--- src/design/acsf_pkg.sv ---
// Shared types and constants for the capture session state machine.
package acsf_pkg;

  typedef enum logic [3:0] {
    CMD_HELLO       = 4'd0,
    CMD_START       = 4'd1,
    CMD_KEEPALIVE   = 4'd2,
    CMD_ABORT       = 4'd3,
    CMD_END         = 4'd4,
    CMD_STARTED     = 4'd5,
    CMD_PCM         = 4'd6,
    CMD_TICK        = 4'd7,
    CMD_ENDED       = 4'd8,
    CMD_LOCAL_ABORT = 4'd9
  } cmd_t;

  typedef enum logic [1:0] {
    ST_NONE    = 2'd0,
    ST_ACCEPT  = 2'd1,
    ST_ERROR   = 2'd2,
    ST_DUP_END = 2'd3
  } status_t;

  typedef enum logic [1:0] {
    REG_LEASE_TIMEOUT = 2'd0,
    REG_MAX_DURATION  = 2'd1,
    REG_MAX_TOTAL     = 2'd2,
    REG_MAX_CHUNK     = 2'd3
  } cfg_reg_t;

  // Phase coding as seen on the result channel
  localparam logic [2:0] PH_UNBOUND   = 3'd0;
  localparam logic [2:0] PH_IDLE      = 3'd1;
  localparam logic [2:0] PH_STARTING  = 3'd2;
  localparam logic [2:0] PH_CAPTURING = 3'd3;
  localparam logic [2:0] PH_DRAINING  = 3'd4;

  localparam logic [31:0] LEASE_TIMEOUT_RST = 32'd5000;
  localparam logic [31:0] MAX_DURATION_RST  = 32'd60000;
  localparam logic [31:0] MAX_TOTAL_RST     = 32'd1920000;
  localparam logic [15:0] MAX_CHUNK_RST     = 16'd4096;

  typedef struct packed {
    logic [3:0]  cmd;
    logic [31:0] frame_generation;
    logic [31:0] frame_capture_id;
    logic [63:0] now_ms;
    logic [15:0] chunk_bytes;
  } in_item_t;

  typedef struct packed {
    logic [1:0]  status;
    logic [2:0]  phase_now;
    logic        ended_flag;
    logic [31:0] byte_total;
    logic [31:0] chunk_count;
  } out_item_t;

  typedef struct packed {
    logic [31:0] lease_timeout_ms;
    logic [31:0] max_duration_ms;
    logic [31:0] max_total_bytes;
    logic [15:0] max_chunk_bytes;
  } cfg_t;

endpackage

--- src/design/acsf_core.sv ---
// Session state, per-event next-state logic and the result register.
module acsf_core
  import acsf_pkg::*;
(
  input  logic      clk,
  input  logic      rst_n,
  input  logic      step,
  input  in_item_t  item,
  input  cfg_t      cfg,
  output out_item_t result
);

  typedef enum logic [2:0] {
    S_UNBOUND   = PH_UNBOUND,
    S_IDLE      = PH_IDLE,
    S_STARTING  = PH_STARTING,
    S_CAPTURING = PH_CAPTURING,
    S_DRAINING  = PH_DRAINING
  } phase_t;

  phase_t      phase_r,   phase_nxt;
  logic [31:0] gen_r,     gen_nxt;
  logic [31:0] cur_cap_r, cur_cap_nxt;
  logic [31:0] new_cap_r, new_cap_nxt;
  logic        ended_r,   ended_nxt;
  logic [31:0] bytes_r,   bytes_nxt;
  logic [31:0] chunks_r,  chunks_nxt;
  logic [63:0] lease_r,   lease_nxt;
  logic [63:0] start_r,   start_nxt;
  out_item_t   result_r;
  status_t     status;

  logic [63:0] lease_age;
  logic [63:0] run_age;
  logic        lease_expired;
  logic        duration_hit;
  logic        frame_ok;
  logic [31:0] chunk_ext;
  logic [31:0] room;
  logic        chunk_ok;

  assign lease_age     = item.now_ms - lease_r;
  assign run_age       = item.now_ms - start_r;
  assign lease_expired = lease_age >= {32'd0, cfg.lease_timeout_ms};
  assign duration_hit  = run_age >= {32'd0, cfg.max_duration_ms};
  assign frame_ok      = (item.frame_generation == gen_r) && (gen_r != 32'd0);
  assign chunk_ext     = {16'd0, item.chunk_bytes};
  assign room          = cfg.max_total_bytes - bytes_r;
  assign chunk_ok      = (item.chunk_bytes != 16'd0) && !item.chunk_bytes[0] &&
                         (item.chunk_bytes <= cfg.max_chunk_bytes) &&
                         (bytes_r <= cfg.max_total_bytes) && (chunk_ext <= room);

  always_comb begin
    phase_nxt   = phase_r;
    gen_nxt     = gen_r;
    cur_cap_nxt = cur_cap_r;
    new_cap_nxt = new_cap_r;
    ended_nxt   = ended_r;
    bytes_nxt   = bytes_r;
    chunks_nxt  = chunks_r;
    lease_nxt   = lease_r;
    start_nxt   = start_r;
    status      = ST_NONE;
    case (item.cmd)
      CMD_HELLO: begin
        if (item.frame_generation == gen_r) begin
          status = (phase_r == S_IDLE) ? ST_ACCEPT : ST_NONE;
        end else begin
          // new generation: drop the whole session and bind
          phase_nxt   = S_IDLE;
          gen_nxt     = item.frame_generation;
          cur_cap_nxt = '0;
          new_cap_nxt = '0;
          ended_nxt   = 1'b0;
          bytes_nxt   = '0;
          chunks_nxt  = '0;
          lease_nxt   = '0;
          start_nxt   = '0;
          status      = ST_ACCEPT;
        end
      end
      CMD_START: begin
        priority if (!frame_ok || (item.frame_capture_id <= new_cap_r)) begin
          status = ST_NONE;
        end else if (phase_r != S_IDLE) begin
          status = ST_ERROR;
        end else begin
          phase_nxt   = S_STARTING;
          cur_cap_nxt = item.frame_capture_id;
          new_cap_nxt = item.frame_capture_id;
          chunks_nxt  = '0;
          bytes_nxt   = '0;
          ended_nxt   = 1'b0;
          lease_nxt   = item.now_ms;
          status      = ST_ACCEPT;
        end
      end
      CMD_KEEPALIVE, CMD_ABORT, CMD_END: begin
        priority if (!frame_ok || (item.frame_capture_id != cur_cap_r)) begin
          status = ST_NONE;
        end else if ((item.cmd == CMD_END) && ended_r) begin
          status = ST_DUP_END;
        end else if ((item.cmd == CMD_END) && (phase_r == S_DRAINING)) begin
          status = ST_NONE;
        end else if ((phase_r == S_IDLE) || (phase_r == S_UNBOUND)) begin
          status = ST_NONE;
        end else if (item.cmd == CMD_KEEPALIVE) begin
          lease_nxt = item.now_ms;
          status    = ST_ACCEPT;
        end else if (item.cmd == CMD_ABORT) begin
          phase_nxt  = (gen_r != 32'd0) ? S_IDLE : S_UNBOUND;
          ended_nxt  = 1'b0;
          bytes_nxt  = '0;
          chunks_nxt = '0;
          status     = ST_ACCEPT;
        end else if (phase_r == S_CAPTURING) begin
          phase_nxt = S_DRAINING;
          status    = ST_ACCEPT;
        end else begin
          status = ST_ERROR;
        end
      end
      CMD_STARTED: begin
        if ((phase_r == S_STARTING) && !lease_expired) begin
          phase_nxt = S_CAPTURING;
          start_nxt = item.now_ms;
          status    = ST_ACCEPT;
        end
      end
      CMD_PCM: begin
        if (((phase_r == S_CAPTURING) || (phase_r == S_DRAINING)) && chunk_ok) begin
          bytes_nxt  = bytes_r + chunk_ext;
          chunks_nxt = chunks_r + 32'd1;
          status     = ST_ACCEPT;
        end
      end
      CMD_TICK: begin
        priority if ((phase_r == S_IDLE) || (phase_r == S_UNBOUND)) begin
          status = ST_NONE;
        end else if (lease_expired) begin
          status = ST_ERROR;
        end else if ((phase_r == S_CAPTURING) &&
                     ((bytes_r >= cfg.max_total_bytes) || duration_hit)) begin
          phase_nxt = S_DRAINING;
          status    = ST_ACCEPT;
        end else begin
          status = ST_NONE;
        end
      end
      CMD_ENDED: begin
        phase_nxt = S_IDLE;
        ended_nxt = 1'b1;
      end
      CMD_LOCAL_ABORT: begin
        phase_nxt  = (gen_r != 32'd0) ? S_IDLE : S_UNBOUND;
        ended_nxt  = 1'b0;
        bytes_nxt  = '0;
        chunks_nxt = '0;
      end
      default: begin
        status = ST_NONE;
      end
    endcase
  end

  always_ff @(posedge clk) begin
    if (!rst_n) begin
      phase_r   <= S_UNBOUND;
      gen_r     <= '0;
      cur_cap_r <= '0;
      new_cap_r <= '0;
      ended_r   <= 1'b0;
      bytes_r   <= '0;
      chunks_r  <= '0;
      lease_r   <= '0;
      start_r   <= '0;
    end else if (step) begin
      phase_r   <= phase_nxt;
      gen_r     <= gen_nxt;
      cur_cap_r <= cur_cap_nxt;
      new_cap_r <= new_cap_nxt;
      ended_r   <= ended_nxt;
      bytes_r   <= bytes_nxt;
      chunks_r  <= chunks_nxt;
      lease_r   <= lease_nxt;
      start_r   <= start_nxt;
      result_r  <= '{status:      status,
                     phase_now:   phase_nxt,
                     ended_flag:  ended_nxt,
                     byte_total:  bytes_nxt,
                     chunk_count: chunks_nxt};
    end
  end

  assign result = result_r;

endmodule

--- src/design/audio_capture_session_fsm_unit.sv ---
// out_valid rises once an accepted input transaction has passed the input register and
// then the result register.
// Throughput: one transaction per cycle unless out_ready holds a result; the event is
// decoded against session state between the input register and the result register.
// Reset (rst_n low, synchronous): both stages empty, phase unbound, all session state zero,
// limit registers at their defaults; cfg_ready stays high.
module audio_capture_session_fsm_unit
  import acsf_pkg::*;
(
  input  logic        clk,
  input  logic        rst_n,
  // event channel
  input  logic        in_valid,
  output logic        in_ready,
  input  in_item_t    in_data,
  // result channel
  output logic        out_valid,
  input  logic        out_ready,
  output out_item_t   out_data,
  // limit register writes
  input  logic        cfg_valid,
  output logic        cfg_ready,
  input  logic [1:0]  cfg_index,
  input  logic [31:0] cfg_data
);

  // Input stage: holds one event until the result register can take its outcome.
  logic      s1_valid_r;
  in_item_t  s1_item_r;
  logic      out_valid_r;
  logic      s1_adv;
  cfg_t      cfg_r;

  // Advance the held event when the result register is empty or being drained.
  assign s1_adv    = s1_valid_r && (!out_valid_r || out_ready);
  assign in_ready  = !s1_valid_r || s1_adv;
  assign out_valid = out_valid_r;
  // Register writes never stall.
  assign cfg_ready = 1'b1;

  always_ff @(posedge clk) begin
    if (!rst_n) begin
      s1_valid_r  <= 1'b0;
      out_valid_r <= 1'b0;
    end else begin
      if (in_ready) begin
        s1_valid_r <= in_valid;
      end
      // a new result replaces a taken one; otherwise drop valid once taken
      if (s1_adv) begin
        out_valid_r <= 1'b1;
      end else if (out_ready) begin
        out_valid_r <= 1'b0;
      end
    end
  end

  always_ff @(posedge clk) begin
    if (in_valid && in_ready) begin
      s1_item_r <= in_data;
    end
  end

  // Limit registers; the host must only write them while no event is in flight (not enforced here).
  always_ff @(posedge clk) begin
    if (!rst_n) begin
      cfg_r.lease_timeout_ms <= LEASE_TIMEOUT_RST;
      cfg_r.max_duration_ms  <= MAX_DURATION_RST;
      cfg_r.max_total_bytes  <= MAX_TOTAL_RST;
      cfg_r.max_chunk_bytes  <= MAX_CHUNK_RST;
    end else if (cfg_valid && cfg_ready) begin
      unique case (cfg_reg_t'(cfg_index))
        REG_LEASE_TIMEOUT: cfg_r.lease_timeout_ms <= cfg_data;
        REG_MAX_DURATION:  cfg_r.max_duration_ms  <= cfg_data;
        REG_MAX_TOTAL:     cfg_r.max_total_bytes  <= cfg_data;
        REG_MAX_CHUNK:     cfg_r.max_chunk_bytes  <= cfg_data[15:0];
      endcase
    end
  end

  // Session state and the result register; state commits as the event leaves stage 1.
  acsf_core u_core (
    .clk    (clk),
    .rst_n  (rst_n),
    .step   (s1_adv),
    .item   (s1_item_r),
    .cfg    (cfg_r),
    .result (out_data)
  );

endmodule

--- config.mk ---
export PLATFORM = sky130hd
export DESIGN_NAME = audio_capture_session_fsm_unit
export DESIGN_NICKNAME = d
export VERILOG_FILES = /design/src/design/acsf_pkg.sv /design/src/design/acsf_core.sv /design/src/design/audio_capture_session_fsm_unit.sv
export SDC_FILE = /design/constraint.sdc
export NUM_CORES = 2
export LEC_CHECK = 0
export ABC_AREA = 1
export BUFFER_PORTS_ARGS = -buffer_cell sky130_fd_sc_hd__buf_2
export CELL_PAD_IN_SITES_DETAIL_PLACEMENT = 1
export CELL_PAD_IN_SITES_GLOBAL_PLACEMENT = 1
export CORE_MARGIN = 5
export CORE_UTILIZATION = 45
export DETAILED_ROUTE_END_ITERATION = 6
export PLACE_DENSITY_LB_ADDON = 0.12
export SKIP_CTS_REPAIR_TIMING = 1
export SLEW_MARGIN = 10
export SYNTH_ARGS = -nofsm -noshare
export SYNTH_HDL_FRONTEND = slang
export SYNTH_SLANG_ARGS = --single-unit
--- constraint.sdc ---
create_clock -name clk -period 4.9 [get_ports clk]
set_input_delay 0.735 -clock clk [delete_from_list [all_inputs] [get_ports clk]]
set_output_delay 0.735 -clock clk [all_outputs]
set_load 0.1 [all_outputs]
==> impl_metrics.csv <==
group,metric,value,unit
timing,clock.fmax,215,MHz
detailed_routing,wl_per_cell,21.5,um
timing,setup_viol,0,
pwr,internal_power,9.53,mW
pwr,ir_drop,294,uV
die,row_count,112,
final_layout,layoutNonFillerInstCount,7954,
placed_design,place_congestion,0.989,
global_routing,grt_util_met1,40.0,%
global_routing,antenna_found_initial,11,
worst_setup_path,cp_slowest_cell,"edfxtp_1",
worst_setup_path,cp_max_fo,4,
detailed_routing,ant_nets,0,
synth,yosysTopAreaCell,"dfxtp_1",
min_path,hold-path-cell-count,1,
placed_design,port_buffers,258,
timing,layout_min_cycle_time,4.66,ns
worst_setup_path,r2r_cells,28,
global_routing,grt_pass1_wl,260000,um
worst_setup_path,critPathRequiredTime,5.30,ns
timing,finalMaxSlewViolations,0,
detailed_routing,vias,43913,
die,chipWidth,318,um
min_path,min_path_type,"in2reg",
synth,syn_inst,6403,
pwr,seq_power_share,38.4,%
final_layout,fillCellCount,12532,
clock_tree,cts.htree.levels,3,
timing,slew-limit-headroom,11.0,%
synth,syn_area,0.0426,sq mm
synth,ys.flop_type,"dfxtp_1",
worst_setup_path,critPathKind,"reg2reg",
pwr,combPwrFrac,24.6,%
synth,synth_area_per_cell,6.65,sq um
pwr,power.leakage,22.8,nW
job,max_cap_viol_count,0,
pwr,p_switching,4.90,mW
die,io_pins,260,
worst_setup_path,r2r_end,"u_core.result[67]",
global_routing,grtUsageMet3,3.53,%
timing,finClkSkew,0.0500,ns
clock_tree,cts_tree,"built",
die,die_h,318,um
clock_tree,cts.sinks,592,
global_routing,track_usage,32.3,%
timing,timing.final.crit_share,95.0,%
pwr,total_power,14.4,mW
detailed_routing,drt_iter0_markers,3135,
synth,yosysTopAreaCellShare,17.6,%
clock_tree,clock-root-buffer,"clkbuf_16",
pwr,pwr-share-clk,37.0,%
die,start_util,45.5,%
min_path,whs_endpoint,"s1_item_r[27]",
synth,yosysMostFrequentCell,"nand2_1",
worst_setup_path,cp-end-kind,"flip-flop",
global_routing,grt_max_degree,149,
global_routing,met2_usage,57.4,%
worst_setup_path,startpoint_type,"flip-flop",
timing,hold_violations,0,
synth,yosysSeqAreaShare,32.9,%
die,coreArea,0.0936,sq mm
synth,ys_ff_latch,592,
worst_setup_path,cp_common_cell,"nand2_1",
global_routing,grt_pass1_vias,44667,
synth,synth-edff-count,218,
detailed_routing,drt-total-wl,171000,um
synth,ys_top_cells_by_area,"dfxtp_1 18%, nand2_1 16%, edfxtp_1 15%",
synth,synth_common_cells,"1809 x nand2_1, 1108 x inv_1, 564 x a21oi_1",
placed_design,dp_hpwl,136000,um
die,die_area,0.101,sq mm
synth,syn_nets,6897,
detailed_routing,drc_errors,0,
min_path,min_from,"in_data[27]",
synth,synth_cell_types,52,
timing,postLayoutSetupSlackWorst,0.244,ns
outcome,outcome,"finished, final reports clean",
timing,worst_pin_slew,1.33,ns
clock_tree,clk_path_buf_depth,3,
worst_setup_path,ff2ff_setup_slack,0.24,ns
placed_design,dp_slack,0.102,ns
synth,synthArstFlopShare,0,%
global_routing,busiest_layer,"met2",
clock_tree,cts-buffers-inserted,69,
detailed_routing,firstDrtPassIters,5,
pwr,p_sw_share,33.9,%
pwr,power_per_cell_area,300,mW/mm^2
worst_setup_path,r2r-start,"s1_item_r[16]",
clock_tree,clkLatencyLatePin,0.67,ns
clock_tree,clk_pin_slew,0.07,ns
worst_setup_path,cpPeakStageDelay,0.41,ns
final_layout,drive_gt1_share,8.36,%
global_routing,grt_overflow,0,
placed_design,dp.cells,7822,
worst_setup_path,critPathArrivalTime,5.05,ns
synth,yosysWarnings,0,
detailed_routing,viasPerCell,5.52,
final_layout,syn_to_final_growth,12.9,%
final_layout,fin_nets,7133,
-- logic make-up after synthesis --
group,count (synthesis),synth area share (%)
buffers and inverters,1303,11.7
adder cells (fa/ha/maj),307,9.09
other,1,0.00880
AO/OA/AOI/OAI,967,12.5
XOR/XNOR,167,3.43
AND/OR/NAND/NOR,3066,30.3
flip-flops,592,32.9
-- power groups by stage --
stage          Clock (mW)  Combinational, mW  Sequential, mW
6_report             5.34               3.55            5.54
2_1_floorplan           0               2.17            5.71
3_3_place_gp            0               3.36            5.63
4_1_cts              5.42               3.49            5.54
3_5_place_dp            0               3.46            5.64
5_1_grt              5.63               3.90            5.56
-- cell usage in the layout, fill, tap and decap left out, types with 31 or more instances in the layout --
cell type,synthesis,final
nand3_1,384,380
buf_4,1,82
edfxtp_1,218,218
buf_2,24,257
a211oi_1,100,100
nand2_1,1809,1803
inv_1,1108,1104
a21oi_1,564,561
nor3_1,73,70
ha_1,303,288
nor2_1,483,470
xor2_1,136,134
nand4_1,213,213
dfxtp_1,374,373
o21ai_0,216,215
xnor2_1,31,31
clkbuf_16,0,74
-- registers in the layout (all words and copies together), names as in the netlist --
signal,count
cfg_r,112
out_valid,1
s1_item_r,148
s1_valid_r,1
u_core.bytes_r,32
u_core.chunks_r,32
u_core.cur_cap_r,32
u_core.ended_r,1
u_core.gen_r,32
u_core.lease_r,64
u_core.phase_r,3
u_core.result,70
u_core.start_r,64
-- metrics by stage --
stage / setup TNS [ns] / cell area [sq um] / hold WS, ns / utilization [%]
after floorplan: 0 / 42600 / 0.433 / -
after global placement: 0 / 45600 / 0.444 / 48.7
after detailed placement: 0 / 45600 / 0.455 / 48.7
after CTS: 0 / 47900 / 0.206 / 51.2
after global routing: -0.0259 / 48100 / 0.226 / 51.4
final: 0 / 48100 / 0.246 / 51.4
-- area by class of cell --
| type | instances | area (sq um) | area share (%) |
|---|---|---|---|
| antenna | 4 | 10.0 | 0.0208 |
| clock buffer | 98 | 2020 | 4.20 |
| clock inverter | 30 | 300 | 0.624 |
| inverter | 1117 | 4200 | 8.74 |
| multi-input combinational | 4508 | 23800 | 49.5 |
| sequential | 592 | 14000 | 29.2 |
| tap | 1254 | 1570 | 3.26 |
| timing repair buffer | 351 | 2120 | 4.42 |
-- critical path, delay by kind of cell, from the launching register on --
family / cells / cell delay (ns)
AO/OA/AOI/OAI: 3 / 0.49
XOR/XNOR: 1 / 0.29
buffers and inverters: 5 / 0.67
adder cells (fa/ha/maj): 3 / 0.83
AND/OR/NAND/NOR: 16 / 1.71
flip-flops: 1 / 0.41
-- layer usage --
layer	vias up	wire [um]
met5	-	21
met4	4	8100
met2	1124	83400
met1	21249	71300
li1	21214	-
met3	322	7880
-- worst max-delay path by stage --
stage	startpoint	end	slack, ns
5_1_grt	s1_item_r[35]	u_core.start_r[54]	-0.02
4_1_cts	s1_item_r[38]	u_core.start_r[2]	0.06
3_3_place_gp	s1_item_r[38]	u_core.start_r[12]	0.14
3_5_place_dp	s1_item_r[38]	u_core.start_r[2]	0.10
2_1_floorplan	out_valid	s1_item_r[0]	0.23
6_report	s1_item_r[16]	u_core.result[67]	0.24
Note: power is estimated with default switching activity, not from simulation.
